<file path="config.mk">
export PLATFORM = sky130hd
export DESIGN_NAME = bcs_ram
export DESIGN_NICKNAME = d
export VERILOG_FILES = /design/src/sv/assert_macros.svh /design/src/sv/bcs_ram.sv
export SDC_FILE = /design/constraint.sdc
export NUM_CORES = 1
export LEC_CHECK = 0
export ABC_CLOCK_PERIOD_IN_PS = 2600
export BUFFER_PORTS_ARGS = -buffer_cell sky130_fd_sc_hd__buf_2
export CORE_UTILIZATION = 30
export CTS_BUF_LIST = sky130_fd_sc_hd__clkbuf_4
export DETAILED_ROUTE_END_ITERATION = 10
export HOLD_SLACK_MARGIN = 0.03
export PLACE_DENSITY = 0.55
export SYNTH_ARGS = -nofsm -noshare
export SYNTH_HDL_FRONTEND = slang
export SYNTH_SLANG_ARGS = --single-unit
</file>
<file path="constraint.sdc">
create_clock -name clock -period 2.6 [get_ports clock]
set_input_delay 0.39 -clock clock [delete_from_list [all_inputs] [get_ports clock]]
set_output_delay 0.39 -clock clock [all_outputs]
set_load 0.01 [all_outputs]
</file>
<file path="src/sv/assert_macros.svh">
// Assertion macros for the biquad cascade unit.
`ifndef ASSERT_MACROS_SVH
`define ASSERT_MACROS_SVH
`ifndef SYNTHESIS
`define BCS_ASSERT(label, clk, rst, prop, msg) \
   label: assert property (@(posedge clk) disable iff (rst) prop) else $error(msg);
`define BCS_ASSERT_ALWAYS(label, clk, prop, msg) \
   label: assert property (@(posedge clk) prop) else $error(msg);
`else
`define BCS_ASSERT(label, clk, rst, prop, msg)
`define BCS_ASSERT_ALWAYS(label, clk, prop, msg)
`endif
`endif

</file>
<file path="src/sv/bcs_ram.sv">
// Synchronous RAM with one write and one registered read port; unwritten entries read zero.
`default_nettype none
module bcs_ram #(
   parameter int DEPTH = 32,
   parameter int WIDTH = 32,
   localparam int AW = (DEPTH > 1) ? $clog2(DEPTH) : 1
) (
   input  wire logic             clock,
   input  wire logic             reset,
   input  wire logic             wr_en,
   input  wire logic [AW-1:0]    wr_addr,
   input  wire logic [WIDTH-1:0] wr_data,
   input  wire logic             rd_en,
   input  wire logic [AW-1:0]    rd_addr,
   output logic      [WIDTH-1:0] rd_data
);

   logic [WIDTH-1:0] mem_ff [DEPTH];
   logic [DEPTH-1:0] valid_ff;
   logic [WIDTH-1:0] rdata_ff;
   logic             rvalid_ff;

   always_ff @(posedge clock) begin
      if (reset) begin
         valid_ff  <= '0;
         rvalid_ff <= 1'b0;
      end else begin
         if (wr_en) begin
            valid_ff[wr_addr] <= 1'b1;
         end
         if (rd_en) begin
            rvalid_ff <= valid_ff[rd_addr];
         end
      end
   end

   always_ff @(posedge clock) begin
      if (wr_en) begin
         mem_ff[wr_addr] <= wr_data;
      end
      if (rd_en) begin
         rdata_ff <= mem_ff[rd_addr];
      end
   end

   assign rd_data = rvalid_ff ? rdata_ff : '0;

endmodule
`default_nettype wire

</file>
==> metrics <==
status=completed; fin cells=4132; worst setup path category=reg -> out; Synth Net Count=1755; min cycle time layout=2.43 ns; hpwl dp=59100 microns; vias in the first global route=21600; Area Overhead vs Synth=19.3%; Final ANT Viol Nets=0; Syn Inst Count=1709; site row count=135; crit start category=register; Clock transition at path regs=0.06 ns; PwrDens=723 mW/mm^2; worst-margin pin slew=0.624 ns; core area=0.136 sq mm; Initial DRT Pass Iterations=5; port bufs=77; H-tree levels=5; Crit. End Element=output pin; Via-to-Cell Ratio=4.89; crit share post-route=93.5%; min-delay worst type=in -> reg; Post-Route Utilization=36.3%; share of post-route cells with drive strength above 1=43.5%; GR Overflow Total=0; most frequent cells after synthesis=edfxtp_1, mux4_2, nor2_1; routability cong.=0.740; Nets=2209; Filler Cell Count=12400; synth warn=0; Yosys cell types=24; DRT iter0 DRCs=1842; root buf cell=clkbuf_4; die height=373 microns; num ports=78; Synth Flop Type=edfxtp_1; final wirelength=107000 microns; RSZ-0062 raised after global routing=false; most common cell in the netlist=edfxtp_1; Max Clk Rate=411 MHz; Max-slew headroom=58.4%; worst clock skew=0.0846 ns; Yosys reg bits=1089; area share of the leading cell type in the synthesized netlist=76.8%; maximum VDD drop=289 uV; first-pass GRT wire length=154000 microns; CP Max Fanout=4; post-synthesis cell area=0.0413 sq mm; vias=20200; CTS tree=yes; sequential-to-total area share from yosys stat=78.4%; largest net degree at the start of global routing=35; initial antenna violation count=5; Slew Limit Fails=0; maximum clock path buffer count=4; Worst Setup SP=rvalid_ff$_SDFFE_PP0P_; Hold Crit Start=rd_addr[0]; RR Startpoint=mem_ff[7][22]$_DFFE_PP_; clk sinks=1089; Yosys top cell by area=edfxtp_1; initial cell density of the core=30.4%; DRC=0; number of flops mapped to enable cells by yosys=1056; total global-route track usage=15.5%; CTS Buf Count=287; Synth async-reset ratio=0%; Skew-Pair Late Insertion Delay=1.10 ns; syn avg cell area=24.2 sq um; routed length per placed instance=25.8 microns; top cells by area, synth=edfxtp_1, mux4_2, dfxtp_1; Max-Cap Viols=0; Worst Path Required=2.21 ns; # setup viols final=0; die width=373 microns; CP Data Arrival Time=2.04 ns; Total Die Area=0.139 sq mm; # placed instances=3608; final hold violations=0; leakage=15.8 nW
## cells by family (layout without fill, tap and decap cells)
| group | count (synthesis) | count (layout) | synth area share (%) |
|---|---|---|---|
| AO/OA/AOI/OAI | 9 | 9 | 0.148 |
| buffers and inverters | 85 | 726 | 0.997 |
| flip-flops | 1089 | 1089 | 78.4 |
| multiplexers | 368 | 368 | 18.7 |
| other | 0 | 1 | 0 |
| AND/OR/NAND/NOR | 158 | 158 | 1.77 |
## worst max-delay path, cell delays in order (launching register included)
cell and delay, ns:
dfxtp_4 0.39, buf_4 0.13, and2_1 0.25, buf_2 0.18
## timing repair
| action | CTS | global route |
|---|---|---|
| buffers inserted | 3 | 0 |
| endpoints found under the setup margin | 32 | 0 |
| resized for setup | 13 | 0 |
| hold endpoints to repair | 1181 | 0 |
| hold buffers | 44 | 0 |
## through the flow
stage,worst slack [ns],instance area [sq um],TNS [ns],hold slack (ns),power (mW)
after global routing,0.0201,49300,0,0.104,37.1
after global placement,0.00509,45400,0,0.449,21.8
after floorplan,-0.256,41300,-85.21,0.440,21.0
after CTS,-0.00696,49300,-0.0259,0.0320,36.2
after detailed placement,0.00806,45400,0,0.459,21.8
final,0.169,49300,0,0.185,35.7
## path summary, 6_finish.rpt
path	end	slack, ns	depth (start not counted)
worst max-delay path	rd_data[2]	0.17	3
worst min-delay path	rdata_ff[18]$_DFFE_PP_	0.19	4
worst max register to register	rdata_ff[22]$_DFFE_PP_	0.61	3
worst min register to register	valid_ff[20]$_SDFFE_PP0P_	0.47	2
## area by class of cell
type	count	area (sq um)	area share [%]
Sequential cell	1089	32400	65.7
Multi-Input combinational cell	535	8770	17.8
Clock buffer	395	2970	6.02
Antenna cell	1	2.50	0.00508
Tap cell	1781	2230	4.52
Clock inverter	81	455	0.924
Timing Repair Buffer	250	2490	5.06
## power breakdown
part | switching, mW | internal [mW] | total, mW | leakage, nW
Combinational | 1.02 | 0.894 | 1.91 | 3.94
Sequential | 0.0798 | 19.5 | 19.6 | 9.81
Clock | 6.66 | 7.50 | 14.2 | 2.06
## placed cells by master (no fill, tap or decap), types with 27 or more instances in the layout
master and n:
dfxtp_1 32, nor2_1 67, nor2_4 32, buf_12 52, mux2_2 32, and2_1 27
buf_2 71, dlygate4sd3_1 44, buf_4 77, mux4_2 320, clkinv_1 54, clkbuf_4 395
edfxtp_1 1056
## registers in the layout, summed over array words and instances, names as in the netlist
| signal | count |
|---|---|
| rdata_ff | 32 |
| rvalid_ff | 1 |
| mem_ff | 1024 |
| valid_ff | 32 |
## layer usage
layer / vias up / wire length, microns / part of all wire [%] / track usage (%)
met2: 749 / 53100 / 50 / 25.4
met4: 0 / 1800 / 1.7 / 4.70
met3: 128 / 6910 / 6.5 / 3.73
li1: 8381 / - / - / -
met5: - / 0 / 0 / 0
met1: 10900 / 44900 / 42 / 20.3
(Power assumes the default switching activity.)
