`src/sv/assert_macros.svh`:
```
// Assertion macros for the biquad cascade unit.
`ifndef ASSERT_MACROS_SVH
`define ASSERT_MACROS_SVH
`ifndef SYNTHESIS
`define BCS_ASSERT(label, clk, rst, prop, msg) \
   label: assert property (@(posedge clk) disable iff (rst) prop) else $error(msg);
`define BCS_ASSERT_ALWAYS(label, clk, prop, msg) \
   label: assert property (@(posedge clk) prop) else $error(msg);
`else
`define BCS_ASSERT(label, clk, rst, prop, msg)
`define BCS_ASSERT_ALWAYS(label, clk, prop, msg)
`endif
`endif

```
`src/sv/bcs_pkg.sv`:
```
// Shared constants, types and functions of the biquad cascade unit.
`default_nettype none
package bcs_pkg;

   localparam int MAX_SECTIONS  = 8;
   localparam int SAMPLE_W      = 32;
   localparam int COEF_W        = 32;
   localparam int FRAC_BITS     = 30;
   localparam int COEFS_PER_SEC = 5;
   localparam int HIST_PER_SEC  = 4;
   localparam int COEF_DEPTH    = MAX_SECTIONS * COEFS_PER_SEC;
   localparam int HIST_DEPTH    = MAX_SECTIONS * HIST_PER_SEC;
   localparam int COEF_AW       = $clog2(COEF_DEPTH);
   localparam int HIST_AW       = $clog2(HIST_DEPTH);
   localparam int SEC_W         = (MAX_SECTIONS > 1) ? $clog2(MAX_SECTIONS) : 1;
   localparam int CNT_W         = $clog2(MAX_SECTIONS + 1);
   localparam int CFG_SEC_W     = 4;
   localparam int CSR_IDX_W     = 2;
   localparam int SEL_W         = 3;
   localparam int PROD_W        = SAMPLE_W + COEF_W;
   localparam int ACC_W         = PROD_W + 3;
   localparam int RND_W         = ACC_W - FRAC_BITS;

   localparam logic [CSR_IDX_W-1:0] CSR_SECTIONS = 2'd0;
   localparam logic [CSR_IDX_W-1:0] CSR_OUT_MIN  = 2'd1;
   localparam logic [CSR_IDX_W-1:0] CSR_OUT_MAX  = 2'd2;

   localparam logic [CFG_SEC_W-1:0]       SECTIONS_RST = 4'd1;
   localparam logic signed [SAMPLE_W-1:0] OUT_MIN_RST  = -32'sd327680;
   localparam logic signed [SAMPLE_W-1:0] OUT_MAX_RST  = 32'sd327680;

   localparam logic ACT_FILTER = 1'b0;
   localparam logic ACT_LOAD   = 1'b1;

   localparam logic [SEL_W-1:0] COEF_B0 = 3'd0;
   localparam logic [SEL_W-1:0] COEF_B1 = 3'd1;
   localparam logic [SEL_W-1:0] COEF_B2 = 3'd2;
   localparam logic [SEL_W-1:0] COEF_A1 = 3'd3;
   localparam logic [SEL_W-1:0] COEF_A2 = 3'd4;

   localparam logic [1:0] HS_X1 = 2'd0;
   localparam logic [1:0] HS_X2 = 2'd1;
   localparam logic [1:0] HS_Y1 = 2'd2;
   localparam logic [1:0] HS_Y2 = 2'd3;

   typedef struct packed {
      logic valid;
      logic first;
      logic neg;
      logic use_x0;
   } mac_op_type;

   function automatic logic signed [SAMPLE_W-1:0] sat_sample(
      input logic signed [RND_W-1:0] v
   );
      logic signed [RND_W-1:0] hi;
      logic signed [RND_W-1:0] lo;
      hi = {{(RND_W - SAMPLE_W + 1){1'b0}}, {(SAMPLE_W - 1){1'b1}}};
      lo = ~hi;
      if (v > hi) begin
         return hi[SAMPLE_W-1:0];
      end else if (v < lo) begin
         return lo[SAMPLE_W-1:0];
      end
      return v[SAMPLE_W-1:0];
   endfunction

endpackage
`default_nettype wire

```
`src/sv/bcs_mac.sv`:
```
// Shared multiply-accumulate with round-half-up scaling of the section sum.
`default_nettype none
module bcs_mac (
   input  wire logic                                   clock,
   input  wire logic                                   reset,
   input  wire bcs_pkg::mac_op_type                    op,
   input  wire logic signed [bcs_pkg::SAMPLE_W-1:0]    x0,
   input  wire logic signed [bcs_pkg::SAMPLE_W-1:0]    hist_rd,
   input  wire logic signed [bcs_pkg::COEF_W-1:0]      coef_rd,
   output logic signed      [bcs_pkg::RND_W-1:0]       y_rnd
);
   import bcs_pkg::*;

   localparam logic signed [ACC_W-1:0] RND_HALF = ACC_W'(1) <<< (FRAC_BITS - 1);

   mac_op_type                op_ff;
   logic                      pvalid_ff;
   logic                      pfirst_ff;
   logic                      pneg_ff;
   logic signed [PROD_W-1:0]  prod_ff;
   logic signed [PROD_W-1:0]  prod_in;
   logic signed [SAMPLE_W-1:0] x_opnd;
   logic signed [ACC_W-1:0]   p_ext;
   logic signed [ACC_W-1:0]   addend;
   logic signed [ACC_W-1:0]   acc_ff;
   logic signed [ACC_W-1:0]   acc_in;
   logic signed [ACC_W-1:0]   rnd_sum;

   always_comb begin
      x_opnd  = op_ff.use_x0 ? x0 : hist_rd;
      prod_in = x_opnd * coef_rd;
      p_ext   = ACC_W'(prod_ff);
      addend  = pneg_ff ? -p_ext : p_ext;
      acc_in  = (pfirst_ff ? '0 : acc_ff) + addend;
      rnd_sum = acc_ff + RND_HALF;
      y_rnd   = rnd_sum[ACC_W-1:FRAC_BITS];
   end

   always_ff @(posedge clock) begin
      if (reset) begin
         op_ff     <= '0;
         pvalid_ff <= 1'b0;
      end else begin
         op_ff     <= op;
         pvalid_ff <= op_ff.valid;
      end
   end

   always_ff @(posedge clock) begin
      pfirst_ff <= op_ff.first;
      pneg_ff   <= op_ff.neg;
      prod_ff   <= prod_in;
      if (pvalid_ff) begin
         acc_ff <= acc_in;
      end
   end

endmodule
`default_nettype wire

```
`config.mk`:
```
export PLATFORM = sky130hd
export DESIGN_NAME = bcs_mac
export DESIGN_NICKNAME = d
export VERILOG_FILES = /design/src/sv/assert_macros.svh /design/src/sv/bcs_pkg.sv /design/src/sv/bcs_mac.sv
export SDC_FILE = /design/constraint.sdc
export NUM_CORES = 2
export LEC_CHECK = 0
export BUFFER_PORTS_ARGS = -buffer_cell sky130_fd_sc_hd__buf_2
export CAP_MARGIN = 15
export CORE_ASPECT_RATIO = 1.25
export CORE_MARGIN = 1.5
export CORE_UTILIZATION = 67
export DETAILED_ROUTE_END_ITERATION = 10
export PLACE_DENSITY_LB_ADDON = 0.3
export RECOVER_POWER = 100
export SYNTH_ARGS = -nofsm -noshare
export SYNTH_HDL_FRONTEND = slang
export SYNTH_SLANG_ARGS = --single-unit
```
`constraint.sdc`:
```
create_clock -name clock -period 9.6 [get_ports clock]
set_input_delay 0.48 -clock clock [delete_from_list [all_inputs] [get_ports clock]]
set_output_delay 0.48 -clock clock [all_outputs]
set_load 0.01 [all_outputs]
```
==> flow_metrics.py <==
metrics = {
    "run_status": {
        "run_status": "finished, violations left",
        "violations": "max-capacitance violations, max-slew violations",
    },
    "timing": {
        "fin_crit_sh_pct": 95.3,
        "final-hold-violation-count": 0,
        "setup_viol": 0,
        "setup-tns-final_ps": 0,
        "worst_slew_pin_slew_ps": 3890,
        "maxSlewViolCount": 136,
        "rsz0062_at_grt": "false",
        "slew_headroom_pct": -159,
        "period_needed_ps": 9150,
        "finClkSkew_ps": 10.6,
        "clock.fmax_mhz": 109,
    },
    "logic_synthesis": {
        "synth_fa_ha_area_share_pct": 53.8,
        "ys_types": 65,
        "synth_edf_count": 67,
        "synth_top_area_share_pct": 47.0,
        "ys_seq_elements": 138,
        "synth_top_family_by_area": "adder cells",
        "synth_simple_gate_area_share_pct": 16.8,
        "syn-cell-area_um2": 46100,
        "ys_top_cells_by_area": "fa_1 (47%), inv_1 (8.2%), and2_1 (6.9%)",
        "yosysTopAreaCell": "fa_1",
        "syn-num-nets": 6435,
        "ys_warn_count": 0,
        "synth_compound_area_share_pct": 6.48,
        "ys_seq_area_share_pct": 7.44,
        "synth_xor_area_share_pct": 4.39,
        "synthMuxAreaShare_pct": 0.803,
        "async_reset_ff_share_pct": 0,
        "synth_area_per_cell_um2": 9.23,
        "synthFlopType": "dfxtp_1",
        "netlist_instances": 4998,
    },
    "critical_path": {
        "worst_path_most_repeated_cell": "fa_1",
        "crit_slowest_cell": "dfxtp_4",
        "reg2reg_setup_slack_ps": 450,
        "crit_path_max_incr_delay_ps": 650,
        "required_ps": 9970,
        "crit_fanout": 22,
        "end_kind": "flip-flop",
        "start_kind": "flip-flop",
        "path_class": "flip-flop to flip-flop",
        "arrival_ps": 9520,
        "crit_path_cell_trace": "buf_4 -> mux2_2 -> clkbuf_1 -> nand2_1 -> fa_1 -> fa_1 -> fa_1 -> fa_1 -> inv_1 -> fa_1 -> fa_1 -> fa_1 -> fa_1 -> ha_1 -> nand3_1 -> nor2_1 -> nand4b_1 -> nor3_1 -> buf_4 -> o2111ai_1 -> a21oi_1 -> nor2_1 -> o31ai_1 -> xor2_1",
    },
    "cts": {
        "clock_latency_ps": 430,
        "cts_root_buf": "clkbuf_16",
        "cts_hold_buf": 0,
        "htree_levels": 4,
        "clock_path_buffers": 2,
        "post-cts-setup-buffers": 0,
        "clkTransAtPathRegs_ps": 70,
        "cts_tree": "built",
        "cts_resized": 1,
        "cts_inserted_buffers": 17,
        "cts.sinks": 138,
    },
    "floorplan": {
        "initial_core_util_pct": 67.7,
        "chipHeight_um": 296,
        "ios": 139,
        "rows": 107,
        "die-area_um2": 70400,
        "core_region_area_um2": 68100,
        "die_x_um": 238,
    },
    "placed_design": {
        "dp.cells": 5795,
        "hpwlAfterDp_um": 99900,
        "placed_area_um2": 47200,
        "port_buffers": 138,
        "gp_congestion": 0.966,
    },
    "route": {
        "vias": 34697,
        "firstDrtPassIters": 5,
        "drc": 0,
        "drtIter0Drc": 2326,
        "drt_wl_total_um": 125000,
        "wire_per_inst_um": 21.4,
        "antenna_left": 0,
        "vias_per_cell": 5.95,
    },
    "grt": {
        "gr-total-overflow": 0,
        "track_usage_pct": 37.4,
        "grt_max_degree": 68,
        "grt_first_pass_wirelength_um": 201000,
        "grt_pass1_vias": 38583,
        "antenna_found_initial": 0,
    },
    "flow_run": {
        "cap_violations": 2,
    },
    "final_layout": {
        "instances_no_fill": 5828,
        "drive_above_1_share_pct": 4.62,
        "fin_area_um2": 47800,
        "syn_to_final_growth_pct": 3.58,
        "nets": 6379,
    },
    "hold_path": {
        "min_path_type": "input port to flip-flop",
    },
}
## layout by cell type (no fill, tap or decap), drive strengths merged, types with 10 or more instances in the layout
master | netlist | final
nand2 | 608 | 608
and3 | 23 | 23
xnor2 | 174 | 174
o21ai | 97 | 97
or4 | 11 | 11
o31ai | 24 | 24
a31oi | 15 | 15
inv | 1013 | 1021
dfxtp | 71 | 71
edfxtp | 67 | 67
nor3 | 27 | 27
nor2 | 112 | 112
o21bai | 20 | 20
mux2 | 32 | 32
or2 | 19 | 19
nand4 | 33 | 33
nor2b | 87 | 87
a21oi | 142 | 142
nand3 | 52 | 52
a21o | 71 | 71
o211ai | 11 | 11
clkbuf | 244 | 60
ha | 252 | 252
fa | 1083 | 1083
o41ai | 12 | 12
and2 | 510 | 510
nand2b | 16 | 16
xor2 | 57 | 57
o21a | 10 | 10
or3 | 16 | 16
buf | 4 | 131
## cell usage after synthesis (8+ instances only)
cell type / count
a31oi_1: 15
xor2_1: 57
dfxtp_1: 71
edfxtp_1: 67
inv_1: 1013
nor2_1: 112
nand2b_1: 16
nand4_1: 33
mux2_2: 32
and2_1: 510
ha_1: 252
and3_1: 23
o31ai_1: 24
xnor2_1: 174
nand3_1: 52
a2111oi_0: 8
nor4_1: 8
o21ai_0: 97
o211ai_1: 11
nor3_1: 27
fa_1: 1083
nor2b_1: 87
o21bai_1: 20
a21o_1: 71
clkbuf_1: 244
a21oi_1: 142
o21a_1: 10
or2_2: 19
nand2_1: 608
o41ai_1: 12
or3_1: 14
## per-stage QoR
stage	utilization (%)	setup WS [ps]	hold slack [ps]
4_1_cts	70.2	303	246
2_1_floorplan	-	1270	310
5_1_grt	70.1	109	284
3_5_place_dp	69.3	-76.9	318
3_3_place_gp	69.3	302	311
6_report	70.1	453	260
## kinds of logic after synthesis
family | count (synthesis)
and+or+nand+nor | 1532
AOI/OAI and AO/OA | 468
DFF | 138
adders and majority gates | 1335
muxes | 33
buffers and inverters | 1261
xor gates and xnor gates | 231
## registers in the layout, indices dropped and copies added (netlist names)
signal and count:
acc_ff 67, prod_ff 64, op_ff 4, pfirst_ff 1, pneg_ff 1, pvalid_ff 1
## worst max-delay path, delay by kind of cell (launching register included)
family	cells	cell delay [ps]
AO/OA/AOI/OAI	3	890
flip-flops	1	650
adder cells (fa/ha/maj)	9	4420
buffers and inverters	4	1110
AND/OR/NAND/NOR	6	1230
multiplexers	1	580
XOR/XNOR	1	160
## area by class of cell
cell class                      instances  area [µm²]
Clock inverter                         14         133
Clock buffer                           18         450
Fill cell                            5327       20400
Sequential cell                       138        3440
Timing Repair Buffer                  173         891
Inverter                             1013        3800
Antenna cell                            1        2.50
Tap cell                              872        1090
Multi-Input combinational cell       3599       38000
## final timing paths
kind            start           to  depth (start not counted)
max          op_ff[0]  prod_ff[60]                         24
min             op[1]     op_ff[1]                          2
max reg2reg  op_ff[0]  prod_ff[60]                         24
min reg2reg  op_ff[1]      pneg_ff                          0
## routing by layer
metal | share of wire, % | global-route usage, % | routed length (µm) | up-vias
li1 | - | - | - | 14946
met1 | 34 | 41.7 | 43000 | 17489
met2 | 49 | 63.6 | 60700 | 1693
met3 | 8.3 | 7.31 | 10300 | 569
met4 | 8.7 | 28.5 | 10800 | 0
met5 | 0 | 0 | 0 | -
Power is left out: the tool's default activity adds up to more than one toggle a clock period on the data nets, which glitch-free logic cannot reach.
